### config.mk
export PLATFORM = sky130hd
export DESIGN_NAME = multi_button_debounce_dispatch_core_flat
export DESIGN_NICKNAME = d
export VERILOG_FILES = /design/src/rtl/core/mbdd_pkg.sv /design/src/rtl/core/mbdd_if.sv /design/src/rtl/core/multi_button_debounce_dispatch_core.sv /design/src/rtl/core/mbdd_lane.sv /design/src/rtl/core/mbdd_merge.sv /design/src/flat_wrapper.sv
export SDC_FILE = /design/constraint.sdc
export NUM_CORES = 1
export LEC_CHECK = 0
export BUFFER_PORTS_ARGS = -buffer_cell sky130_fd_sc_hd__clkbuf_2
export CAP_MARGIN = 20
export CORE_UTILIZATION = 55
export DETAILED_ROUTE_END_ITERATION = 8
export GPL_TIMING_DRIVEN = 0
export PLACE_DENSITY = 0.75
export SYNTH_ARGS = -nofsm -noshare
export SYNTH_HDL_FRONTEND = slang
export SYNTH_SLANG_ARGS = --single-unit
### constraint.sdc
create_clock -name i_clk -period 6.3 [get_ports i_clk]
set_input_delay 1.26 -clock i_clk [delete_from_list [all_inputs] [get_ports i_clk]]
set_output_delay 1.26 -clock i_clk [all_outputs]
set_load 0.01 [all_outputs]
### src/rtl/core/mbdd_pkg.sv
package mbdd_pkg;

    localparam int BTN_W   = 8;
    localparam int NOW_W   = 32;
    localparam int DELAY_W = 16;

    localparam logic [DELAY_W-1:0] DELAY_RESET = 16'd30;

    localparam int BTN_ZERO  = 0;
    localparam int BTN_RAISE = 1;
    localparam int BTN_LOWER = 2;
    localparam int BTN_WHEEL = 3;
    localparam int BTN_TROT  = 4;
    localparam int BTN_WALK  = 5;

    localparam logic GAIT_TROT = 1'b0;
    localparam logic GAIT_WALK = 1'b1;

    typedef enum logic [1:0] {
        REQ_NONE,
        REQ_ZERO,
        REQ_RAISE,
        REQ_LOWER
    } t_req;

    typedef struct packed {
        logic press;
        logic stable;
    } t_lane_out;

    typedef struct packed {
        t_req req;
        logic wheel;
        logic gait;
        logic changed;
    } t_mode;

endpackage

### src/rtl/core/mbdd_if.sv
interface mbdd_in_if;
    logic                         valid;
    logic                         ready;
    logic [mbdd_pkg::BTN_W-1:0]   button_levels;
    logic [mbdd_pkg::NOW_W-1:0]   now_ms;

    modport source (output valid, output button_levels, output now_ms, input ready);
    modport sink   (input valid, input button_levels, input now_ms, output ready);
endinterface

interface mbdd_out_if;
    logic                         valid;
    logic                         ready;
    logic [mbdd_pkg::BTN_W-1:0]   press_events;
    logic [mbdd_pkg::BTN_W-1:0]   stable_levels;
    logic                         zero_request;
    logic                         raise_request;
    logic                         lower_request;
    logic                         wheel_mode;
    logic                         gait_mode;
    logic                         gait_changed;

    modport source (output valid, output press_events, output stable_levels,
                    output zero_request, output raise_request, output lower_request,
                    output wheel_mode, output gait_mode, output gait_changed,
                    input ready);
    modport sink   (input valid, input press_events, input stable_levels,
                    input zero_request, input raise_request, input lower_request,
                    input wheel_mode, input gait_mode, input gait_changed,
                    output ready);
endinterface

interface mbdd_cfg_if;
    logic                           valid;
    logic                           ready;
    logic [mbdd_pkg::DELAY_W-1:0]   debounce_delay;

    modport source (output valid, output debounce_delay, input ready);
    modport sink   (input valid, input debounce_delay, output ready);
endinterface

### src/rtl/core/multi_button_debounce_dispatch_core.sv
// channel    dir   beat payload
// i_sample   in    button_levels[7:0], now_ms[31:0]
// o_result   out   press_events, stable_levels, requests, wheel_mode, gait_mode, gait_changed
// i_cfg      in    debounce_delay[15:0], ready always high
//
// one sample per cycle while ready; the result appears in the cycle after its beat is taken
// per-button lanes compare age against the delay, then one merge stage sets modes
// the output register frees a slot whenever the result beat is taken
// synchronous active-low reset clears all levels, timers, modes; delay back to 30
module multi_button_debounce_dispatch_core #(
    parameter int BUTTON_COUNT = 8
) (
    input  logic              i_clk,
    input  logic              i_rst_n,
    mbdd_in_if.sink           i_sample,
    mbdd_out_if.source        o_result,
    mbdd_cfg_if.sink          i_cfg
);

    localparam int LaneCount = (BUTTON_COUNT < mbdd_pkg::BTN_W) ? BUTTON_COUNT
                                                                 : mbdd_pkg::BTN_W;

    logic [mbdd_pkg::DELAY_W-1:0]   r_delay;
    logic                           r_wheel;
    logic                           r_gait;
    logic                           r_out_valid;
    logic [mbdd_pkg::BTN_W-1:0]     r_press;
    logic [mbdd_pkg::BTN_W-1:0]     r_stable;
    mbdd_pkg::t_mode                r_mode;

    logic                           w_take;
    logic [mbdd_pkg::BTN_W-1:0]     w_press;
    logic [mbdd_pkg::BTN_W-1:0]     w_stable;
    mbdd_pkg::t_mode                w_mode;

    assign i_sample.ready = !r_out_valid || o_result.ready;
    assign w_take         = i_sample.valid && i_sample.ready;
    assign i_cfg.ready    = 1'b1;

    for (genvar gi = 0; gi < mbdd_pkg::BTN_W; gi++) begin : g_lane
        if (gi < LaneCount) begin : g_on
            mbdd_pkg::t_lane_out w_lane;

            mbdd_lane u_lane (
                .i_clk   (i_clk),
                .i_rst_n (i_rst_n),
                .i_take  (w_take),
                .i_level (i_sample.button_levels[gi]),
                .i_now   (i_sample.now_ms),
                .i_delay (r_delay),
                .o_lane  (w_lane)
            );

            assign w_press[gi]  = w_lane.press;
            assign w_stable[gi] = w_lane.stable;
        end else begin : g_off
            assign w_press[gi]  = 1'b0;
            assign w_stable[gi] = 1'b0;
        end
    end

    mbdd_merge u_merge (
        .i_press (w_press),
        .i_wheel (r_wheel),
        .i_gait  (r_gait),
        .o_mode  (w_mode)
    );

    always_ff @(posedge i_clk) begin
        if (!i_rst_n) begin
            r_delay     <= mbdd_pkg::DELAY_RESET;
            r_wheel     <= 1'b0;
            r_gait      <= mbdd_pkg::GAIT_TROT;
            r_out_valid <= 1'b0;
        end else begin
            if (i_cfg.valid) begin
                r_delay <= i_cfg.debounce_delay;
            end
            if (w_take) begin
                r_wheel     <= w_mode.wheel;
                r_gait      <= w_mode.gait;
                r_out_valid <= 1'b1;
            end else if (o_result.ready) begin
                r_out_valid <= 1'b0;
            end
        end
    end

    always_ff @(posedge i_clk) begin
        if (w_take) begin
            r_press  <= w_press;
            r_stable <= w_stable;
            r_mode   <= w_mode;
        end
    end

    assign o_result.valid         = r_out_valid;
    assign o_result.press_events  = r_press;
    assign o_result.stable_levels = r_stable;
    assign o_result.zero_request  = (r_mode.req == mbdd_pkg::REQ_ZERO);
    assign o_result.raise_request = (r_mode.req == mbdd_pkg::REQ_RAISE);
    assign o_result.lower_request = (r_mode.req == mbdd_pkg::REQ_LOWER);
    assign o_result.wheel_mode    = r_mode.wheel;
    assign o_result.gait_mode     = r_mode.gait;
    assign o_result.gait_changed  = r_mode.changed;

endmodule

### src/rtl/core/mbdd_lane.sv
module mbdd_lane (
    input  logic                           i_clk,
    input  logic                           i_rst_n,
    input  logic                           i_take,
    input  logic                           i_level,
    input  logic [mbdd_pkg::NOW_W-1:0]     i_now,
    input  logic [mbdd_pkg::DELAY_W-1:0]   i_delay,
    output mbdd_pkg::t_lane_out            o_lane
);

    logic                         r_prev;
    logic                         r_stable;
    logic [mbdd_pkg::NOW_W-1:0]   r_stamp;
    logic [mbdd_pkg::NOW_W-1:0]   w_age;
    logic                         w_fire;
    logic                         n_stable;

    // a raw change restarts the timer, so it can never fire in the same beat
    assign w_age    = i_now - r_stamp;
    assign w_fire   = (i_level == r_prev) && (i_level != r_stable)
                      && (w_age > {{(mbdd_pkg::NOW_W-mbdd_pkg::DELAY_W){1'b0}}, i_delay});
    assign n_stable = w_fire ? i_level : r_stable;

    assign o_lane.press  = w_fire && i_level;
    assign o_lane.stable = n_stable;

    always_ff @(posedge i_clk) begin
        if (!i_rst_n) begin
            r_prev   <= 1'b0;
            r_stable <= 1'b0;
            r_stamp  <= '0;
        end else if (i_take) begin
            r_prev   <= i_level;
            r_stable <= n_stable;
            if (i_level != r_prev) begin
                r_stamp <= i_now;
            end
        end
    end

endmodule

### src/rtl/core/mbdd_merge.sv
module mbdd_merge (
    input  logic [mbdd_pkg::BTN_W-1:0]   i_press,
    input  logic                         i_wheel,
    input  logic                         i_gait,
    output mbdd_pkg::t_mode              o_mode
);

    // later button index overrides earlier ones
    always_comb begin
        o_mode.req     = mbdd_pkg::REQ_NONE;
        o_mode.wheel   = i_wheel;
        o_mode.gait    = i_gait;
        o_mode.changed = 1'b0;
        if (i_press[mbdd_pkg::BTN_ZERO]) begin
            o_mode.req = mbdd_pkg::REQ_ZERO;
        end
        if (i_press[mbdd_pkg::BTN_RAISE]) begin
            o_mode.req = mbdd_pkg::REQ_RAISE;
        end
        if (i_press[mbdd_pkg::BTN_LOWER]) begin
            o_mode.req = mbdd_pkg::REQ_LOWER;
        end
        if (i_press[mbdd_pkg::BTN_WHEEL]) begin
            o_mode.wheel = !i_wheel;
            if (!i_wheel) begin
                o_mode.req = mbdd_pkg::REQ_ZERO;
            end else begin
                o_mode.gait    = mbdd_pkg::GAIT_TROT;
                o_mode.changed = 1'b1;
            end
        end
        if (i_press[mbdd_pkg::BTN_TROT] && (o_mode.gait != mbdd_pkg::GAIT_TROT)) begin
            o_mode.gait    = mbdd_pkg::GAIT_TROT;
            o_mode.changed = 1'b1;
        end
        if (i_press[mbdd_pkg::BTN_WALK] && (o_mode.gait != mbdd_pkg::GAIT_WALK)) begin
            o_mode.gait    = mbdd_pkg::GAIT_WALK;
            o_mode.changed = 1'b1;
        end
    end

endmodule

### src/flat_wrapper.sv
// flat-port wrapper written by rule: the top's interface ports become plain ports
module multi_button_debounce_dispatch_core_flat 
#(
    parameter int BUTTON_COUNT = 8
)
  (i_clk, i_rst_n, i_sample_valid, i_sample_button_levels, i_sample_now_ms, i_sample_ready, o_result_valid, o_result_press_events, o_result_stable_levels, o_result_zero_request, o_result_raise_request, o_result_lower_request, o_result_wheel_mode, o_result_gait_mode, o_result_gait_changed, o_result_ready, i_cfg_valid, i_cfg_debounce_delay, i_cfg_ready);
  mbdd_in_if i_sample_i ();
  mbdd_out_if o_result_i ();
  mbdd_cfg_if i_cfg_i ();
  input  logic i_clk;
  input  logic i_rst_n;
  input wire logic [$bits(i_sample_i.valid)-1:0] i_sample_valid;
  input wire logic [$bits(i_sample_i.button_levels)-1:0] i_sample_button_levels;
  input wire logic [$bits(i_sample_i.now_ms)-1:0] i_sample_now_ms;
  output wire logic [$bits(i_sample_i.ready)-1:0] i_sample_ready;
  output wire logic [$bits(o_result_i.valid)-1:0] o_result_valid;
  output wire logic [$bits(o_result_i.press_events)-1:0] o_result_press_events;
  output wire logic [$bits(o_result_i.stable_levels)-1:0] o_result_stable_levels;
  output wire logic [$bits(o_result_i.zero_request)-1:0] o_result_zero_request;
  output wire logic [$bits(o_result_i.raise_request)-1:0] o_result_raise_request;
  output wire logic [$bits(o_result_i.lower_request)-1:0] o_result_lower_request;
  output wire logic [$bits(o_result_i.wheel_mode)-1:0] o_result_wheel_mode;
  output wire logic [$bits(o_result_i.gait_mode)-1:0] o_result_gait_mode;
  output wire logic [$bits(o_result_i.gait_changed)-1:0] o_result_gait_changed;
  input wire logic [$bits(o_result_i.ready)-1:0] o_result_ready;
  input wire logic [$bits(i_cfg_i.valid)-1:0] i_cfg_valid;
  input wire logic [$bits(i_cfg_i.debounce_delay)-1:0] i_cfg_debounce_delay;
  output wire logic [$bits(i_cfg_i.ready)-1:0] i_cfg_ready;
  assign i_sample_i.valid = i_sample_valid;
  assign i_sample_i.button_levels = i_sample_button_levels;
  assign i_sample_i.now_ms = i_sample_now_ms;
  assign i_sample_ready = i_sample_i.ready;
  assign o_result_valid = o_result_i.valid;
  assign o_result_press_events = o_result_i.press_events;
  assign o_result_stable_levels = o_result_i.stable_levels;
  assign o_result_zero_request = o_result_i.zero_request;
  assign o_result_raise_request = o_result_i.raise_request;
  assign o_result_lower_request = o_result_i.lower_request;
  assign o_result_wheel_mode = o_result_i.wheel_mode;
  assign o_result_gait_mode = o_result_i.gait_mode;
  assign o_result_gait_changed = o_result_i.gait_changed;
  assign o_result_i.ready = o_result_ready;
  assign i_cfg_i.valid = i_cfg_valid;
  assign i_cfg_i.debounce_delay = i_cfg_debounce_delay;
  assign i_cfg_ready = i_cfg_i.ready;
  multi_button_debounce_dispatch_core #(.BUTTON_COUNT(BUTTON_COUNT)) u_core (.i_clk(i_clk), .i_rst_n(i_rst_n), .i_sample(i_sample_i), .o_result(o_result_i), .i_cfg(i_cfg_i));
endmodule
== Word-level counts from Yosys, hierarchy flattened ==
Index checks and enable logic that the tools add are counted.

* Bitwise gates (word level): 1
* Add/sub/neg operators: 8
* Reductions and logical operators: 40
* Equality and inequality tests: 27
* Mux-type cells: 18
* $lt $le $gt $ge: 8

{| class="wikitable"
|+ Operators by type and width
! operator !! number
|-
| $gt A32 B16 Y1 || 8
|-
| $sub A32 B32 Y32 || 8
|-
| $logic_and A1 B1 Y1 || 27
|-
| $ne A1 B1 Y1 || 16
|-
| $reduce_and A2 Y1 || 8
|-
| $mux W2 || 6
|-
| $mux W1 || 11
|-
| $eq A1 B1 Y1 || 8
|-
| $mux W5 || 1
|-
| $eq A2 B2 Y1 const B || 2
|-
| $eq A2 B1 Y1 const B || 1
|-
| $logic_not A1 Y1 || 2
|-
| $reduce_bool A2 Y1 || 1
|-
| $reduce_or A2 Y1 || 1
|-
| $logic_or A1 B1 Y1 || 1
|-
| $not A1 Y1 || 1
|}

* Flip-flop bits (word level): 312
* Output and inout port bits: 25
* Word-level logic and storage cells: 136
* Input port bits: 61

== Logic depth before layout (Yosys ltp) ==
* Depth after elaboration: 14
* Depth in mapped cells: 27
* Mapped depth without buffers: 26

== By module ==
A second synthesis with hierarchy kept.

* Cells, all modules: 4372
* Area total of the unflattened synthesis: 32150.8 um^2

{| class="wikitable"
|+ By module, submodules not included
! module !! times used !! cells an instance !! seq. area each (um^2) !! area an instance (um^2)
|-
| mbdd_lane (u_core.g_lane[0].g_on.u_lane ...) || 5 || 540 || 680.7 || 3851.2
|-
| mbdd_lane (u_core.g_lane[1].g_on.u_lane) || 1 || 519 || 680.7 || 3844.9
|-
| mbdd_lane (u_core.g_lane[7].g_on.u_lane) || 1 || 512 || 680.7 || 3802.4
|-
| mbdd_lane (u_core.g_lane[2].g_on.u_lane) || 1 || 538 || 680.7 || 3768.6
|-
| multi_button_debounce_dispatch_core || 1 || 91 || 1011.0 || 1392.6
|-
| mbdd_merge || 1 || 12 || 0.0 || 86.3
|}

== Least setup slack after synthesis ==
OpenSTA, ideal clock, no wires.

* Path type: input port to flip-flop
* From: input port i_sample_now_ms[0]
* To: register u_core.r_stable (netlist bit u_core.o_result.stable_levels[5]) (data pin)
* Setup time: 263 ps
* Required time: 6037 ps
* Path slack: -49 ps
* Arrival time: 6086 ps
* Path buffers: 1
* Stages: 26
* Path through: clkbuf_1 -> inv_1 -> ha_1 -> inv_1 -> fa_1 -> a21o_1 -> a21boi_0 -> nor2_1 -> nor2_1 -> o21bai_1 -> a21oi_1 -> nor2b_1 -> o21a_1 -> o21a_1 -> o21ai_0 -> a21oi_1 -> ha_1 -> nand4_1 -> or2_2 -> or4_1 -> o41ai_1 -> o2111ai_1 -> nor4_1 -> or4b_1 -> a21oi_1 -> o21ai_0

* Longest elaborated chain between the ends: 4

{| class="wikitable"
|+ Ends and longest elaborated chain
! what !! RTL line !! source
|-
| from (decl) || flat_wrapper.sv:14 || <nowiki>input wire logic [$bits(i_sample_i.now_ms)-1:0] i_sample_now_ms;</nowiki>
|-
| $sub A32 B32 Y32 || mbdd_lane.sv:19 || <nowiki>assign w_age = i_now - r_stamp;</nowiki>
|-
| $gt A32 B16 Y1 || mbdd_lane.sv:21 || <nowiki>&& (w_age > {{(mbdd_pkg::NOW_W-mbdd_pkg::DELAY_W){1'b0}}, i_delay});</nowiki>
|-
| $logic_and A1 B1 Y1 || mbdd_lane.sv:21 ||
|-
| $mux W1 || mbdd_lane.sv:22 || <nowiki>assign n_stable = w_fire ? i_level : r_stable;</nowiki>
|-
| named net u_core.g_lane[5].g_on.u_lane.n_stable || mbdd_lane.sv:16 || <nowiki>logic n_stable;</nowiki>
|-
| to (signal assigned) || multi_button_debounce_dispatch_core.sv:92 || <nowiki>r_stable <= w_stable;</nowiki>
|-
| to (decl) || multi_button_debounce_dispatch_core.sv:28 || <nowiki>logic [mbdd_pkg::BTN_W-1:0] r_stable;</nowiki>
|}

The timed path passes the listed nets, and every way through them passes these cells.
A chain may end at the register's enable or synchronous reset.

== Final worst setup path ==
* From: input port i_sample_now_ms[0]
* To: register u_core.r_mode (netlist bit u_core.o_result.gait_changed) (data pin)

* Longest elaborated chain between the ends: 10
* Elaborated cells between the ends (all ways): 18
* Those cells by class: 3 x add/sub; 3 x order compare; 2 x mux; 1 x bitwise; 9 x reduce/logical

{| class="wikitable"
|+ Ends and longest elaborated chain
! what !! RTL line !! source
|-
| $sub A32 B32 Y32 || mbdd_lane.sv:19 ||
|-
| $gt A32 B16 Y1 || mbdd_lane.sv:21 ||
|-
| $logic_and A1 B1 Y1 || mbdd_lane.sv:21 ||
|-
| $logic_and A1 B1 Y1 || mbdd_lane.sv:24 || <nowiki>assign o_lane.press = w_fire && i_level;</nowiki>
|-
| $mux W5 || mbdd_merge.sv:23 || <nowiki>if (i_press[mbdd_pkg::BTN_WHEEL]) begin</nowiki>
|-
| $logic_and A1 B1 Y1 || mbdd_merge.sv:32 || <nowiki>if (i_press[mbdd_pkg::BTN_TROT] && (o_mode.gait != mbdd_pkg::GAIT_TROT)) begin</nowiki>
|-
| $mux W2 || mbdd_merge.sv:32 ||
|-
| $not A1 Y1 || mbdd_merge.sv:36 || <nowiki>if (i_press[mbdd_pkg::BTN_WALK] && (o_mode.gait != mbdd_pkg::GAIT_WALK)) begin</nowiki>
|-
| $logic_and A1 B1 Y1 || mbdd_merge.sv:36 ||
|-
| $reduce_or A2 Y1 (no line) || -- ||
|-
| to (signal assigned) || multi_button_debounce_dispatch_core.sv:93 || <nowiki>r_mode <= w_mode;</nowiki>
|-
| to (decl) || multi_button_debounce_dispatch_core.sv:29 || <nowiki>mbdd_pkg::t_mode r_mode;</nowiki>
|}

Several ways; a longest one is shown, not always the timed one.

==> metrics.md <==
| Metric | Value |
|---|---|
| Internal | `between 0.004 and 0.005 W` |
| Cells after Synth | `about 4,100` |
| Slew Limit Headroom | `between 30% and 40%` |
| CP Class | `input port to flip-flop` |
| Clk Latency, worst-skew pair | `0.56 ns` |
| Routability cong. | `0.980` |
| Largest net degree at the start of global routing | `31` |
| Post-DR wirelength/cell | `19.0 um` |
| Gr usage total | `approximately a third` |
| CP endpoint kind | `flip-flop` |
| EDFF count, synth | `21` |
| Final HPWL DP | `73.6 mm` |
| Max clock buf depth | `3` |
| Async SR Flop Fraction | `0%` |
| Max cap viols | `0` |
| Total Die Area | `54,300 um2` |
| Fin crit share | `97.8%` |
| Layout cells sized above 1 | `roughly 5.6%` |
| Number of synthesized register bits | `~310` |
| YS warnings | `0` |
| Fin util | `61.1%` |
| Gr ovfl total | `0` |
| Comb power frac | `about 39%` |
| Antenna-violating nets left | `0` |
| CP Cell Sequence | `clkbuf_8 > clkinv_8 > ha_1 > inv_1 > fa_1 > a211oi_1 > nor2_1 > o2111ai_2 > nand2_1 > a21o_1 > xor2_1 > ha_1 > nand4_1 > or2_2 > or4_4 > a211oi_1 > nand3_1 > a2111o_1 > o41a_1 > a311oi_2 > o21bai_1` |
| Clock Power Share | `30.9%` |
| Net count, final | `about 4,700` |
| CTS buffer count | `36` |
| Most common cell after layout, fill and taps aside | `nand2_1` |
| Routed via count | `approximately 30,000` |
| I/O Pins | `86` |
| Slew @ Worst Pin | `0.990 ns` |
| Via/cell ratio | `approximately 6.0` |
| CP Launch Type | `input port` |
| Routed WL | `~93 mm` |
| Sequential area share after synthesis | `22.0%` |
| CTS tree | `done` |
| Critical path data required time | `roughly 6.6 ns` |
| Min cycle time layout | `between 6 and 7 ns` |
| Setup_tns | `0 ns` |
| Area growth syn-to-layout | `9.68%` |
| Final Setup Violations | `0` |
| Slowest-stage cell, CP | `or4_4` |
| Core Box Area | `~53,000 um2` |
| Fill cells | `roughly 5,000` |
| IO Port Bufs | `79` |
| Worst stage delay on the critical path | `around 0.6 ns` |
| Register area | `between 6000 and 7000 um2` |
| H-tree depth | `2` |
| Skew final | `roughly 0.012 ns` |
| DP Area | `slightly above 30,000 um2` |
| VDD IR max | `~0.00014 V` |
| Post-synth cell types | `98` |
| Power Density | `~220 nW/um2` |
| Initial antenna violation count | `1` |
| DR iter-0 viols | `2,312` |
| Status | `finished clean` |
| Final Hold Vio Count | `0` |
| Multi-input logic area | `21,100 um2` |
| Fin Hold WS | `0.453 ns` |
| Leakage power | `12.6 nW` |
| Mapped Area | `29,400 um2` |
| DRC viols | `0` |
| Row count | `84` |
| Vias in the first global route | `27,115` |
| Clock sink total | `roughly 310` |
| Synth Area per Inst | `7.20 um2` |
| Synth Net Count | `roughly 4,500` |
| Psw | `0.00266 W` |
| Initial Util | `around 56%` |
| Design Area, Final | `about 32,000 um2` |
| Maximum clock rate | `about 0.16 GHz` |
| Clock transition at the registers of the reported paths | `around 0.060 ns` |
| Ranking of synthesized cells by area | `dfxtp_1 (20%), ha_1 (16%), nand2_1 (9.5%)` |
| CP max FO | `9` |
| Sequential group share of total power | `30.5%` |
| Area share of the largest cell type after synthesis | `about a fifth` |
| DRT Pass-1 Iters | `6` |
| Synth Flop Type | `dfxtp_1` |
| Commonest cells after routing, fill and taps aside | `nand2_1 (744), a21oi_1 (538), ha_1 (375)` |
| Root buf cell | `clkbuf_16` |
| First-pass GRT wire length | `around 140 mm` |
| Hold WC Path Type | `flip-flop to flip-flop` |
| Switching part of the total | `roughly 37%` |
| Die Wd | `between 200 and 250 um` |
| Synth area leader | `dfxtp_1` |
| CP arrival | `roughly 6.5 ns` |
| Slew Limit Fails | `0` |
| Vert. Die Dim | `~230 um` |
[routing by layer]
| metal | vias up | global-route usage, % | wire length (um) |
|---|---|---|---|
| met5 | - | 0 | 14 |
| met4 | 2 | 16.8 | 4880 |
| met3 | 235 | 3.75 | 5750 |
| met2 | 1028 | 57.0 | 43700 |
| met1 | 13750 | 41.2 | 39100 |
| li1 | 14641 | - | - |
[critical path: cells and delay by family]
kind	cells	cell delay, ns
adder cells (fa/ha/maj)	3	0.88
AND/OR/NAND/NOR	6	1.42
AO/OA/AOI/OAI	8	2.38
XOR/XNOR	1	0.16
buffers and inverters	3	0.33
[power groups by stage]
stage	Combinational [W]	Clock, W	Sequential, W
finish	0.00275	0.00220	0.00217
detailed placement	0.00264	0	0.00221
CTS	0.00268	0.00221	0.00217
global route	0.00304	0.00229	0.00218
floorplan	0.00197	0	0.00220
global placement	0.00260	0	0.00221
[registers in the layout, summed over array words and instances, names as in the netlist]
register and cells:
u_core.g_lane.g_on.u_lane.r_stamp 256, u_core.g_lane.g_on.u_lane.r_stable 8, u_core.r_gait 1, u_core.o_result.valid 1
u_core.o_result.press_events 8, u_core.r_delay 16, u_core.r_mode 2, u_core.o_result.gait_changed 1
u_core.o_result.stable_levels 8, u_core.r_wheel 1, u_core.o_result.gait_mode 1, u_core.o_result.wheel_mode 1
u_core.g_lane.g_on.u_lane.r_prev 8
[area by class of cell]
| class | instances | share of cell area, % |
|---|---|---|
| clock buffers | 47 | 3.15 |
| diodes | 1 | 0.00777 |
| repair buffers | 93 | 1.64 |
| plain buffers | 197 | 2.40 |
| clock inverters | 15 | 0.614 |
| well taps | 688 | 2.67 |
| multi-input cells | 3234 | 65.5 |
| flip-flops and latches | 312 | 20.1 |
| inverters | 332 | 3.92 |
[per-stage QoR]
stage / power, W / cells / setup slack (ns)
final: 0.00713 / 4919 / 0.142
after global routing: 0.00752 / 4918 / -0.0451
after CTS: 0.00707 / 4910 / 0.000985
after detailed placement: 0.00486 / 4843 / -2.01
after global placement: 0.00481 / 4842 / -1.97
after floorplan: 0.00417 / 4075 / 0.0226
[Yosys cell counts, types with 18 or more instances]
cell,count
a211oi_1,23
a21o_1,133
a21oi_1,539
a31oi_1,34
and2_1,24
and3_1,33
buf_1,29
clkbuf_1,161
dfxtp_1,291
edfxtp_1,21
ha_1,377
inv_1,330
mux2i_1,37
nand2_1,744
nand2b_1,44
nand3_1,81
nand4_1,68
nor2_1,202
nor2b_1,47
nor3_1,50
nor4_1,21
o211ai_1,44
o21a_1,61
o21ai_0,172
o21bai_1,21
or2_2,18
or3_1,22
xnor2_1,101
xor2_1,64
[path summary, 6_finish.rpt]
| kind | startpoint | slack [ns] | cells after the start | to |
|---|---|---|---|---|
| max | i_sample_now_ms[0] | 0.14 | 21 | u_core.o_result.gait_changed |
| min | u_core.g_lane[3].g_on.u_lane.r_stamp[5] | 0.45 | 2 | u_core.g_lane[3].g_on.u_lane.r_stamp[5] |
| max reg2reg | u_core.g_lane[4].g_on.u_lane.r_stamp[0] | 0.80 | 19 | u_core.o_result.gait_changed |
| min reg2reg | u_core.g_lane[3].g_on.u_lane.r_stamp[5] | 0.45 | 2 | u_core.g_lane[3].g_on.u_lane.r_stamp[5] |
[cells by family (layout without fill, tap and decap cells)]
group	after synthesis	in the layout	synth area share, %
simple gates	1410	1410	21.9
compound gates	1234	1234	26.4
buf+inv	529	684	6.80
fa+ha+maj	385	385	16.6
flops	312	312	22.0
xor+xnor	165	165	4.92
mux	39	39	1.34
other cells	1	2	0.0128
[what timing repair did]
action | CTS | global route
pin swaps | 5 | 14
buffers inserted | 5 | 8
endpoints found under the setup margin | 31 | 24
hold buffers | 0 | 0
gates resized for setup | 30 | 26
No activity file was read; power rests on OpenSTA's default activity.
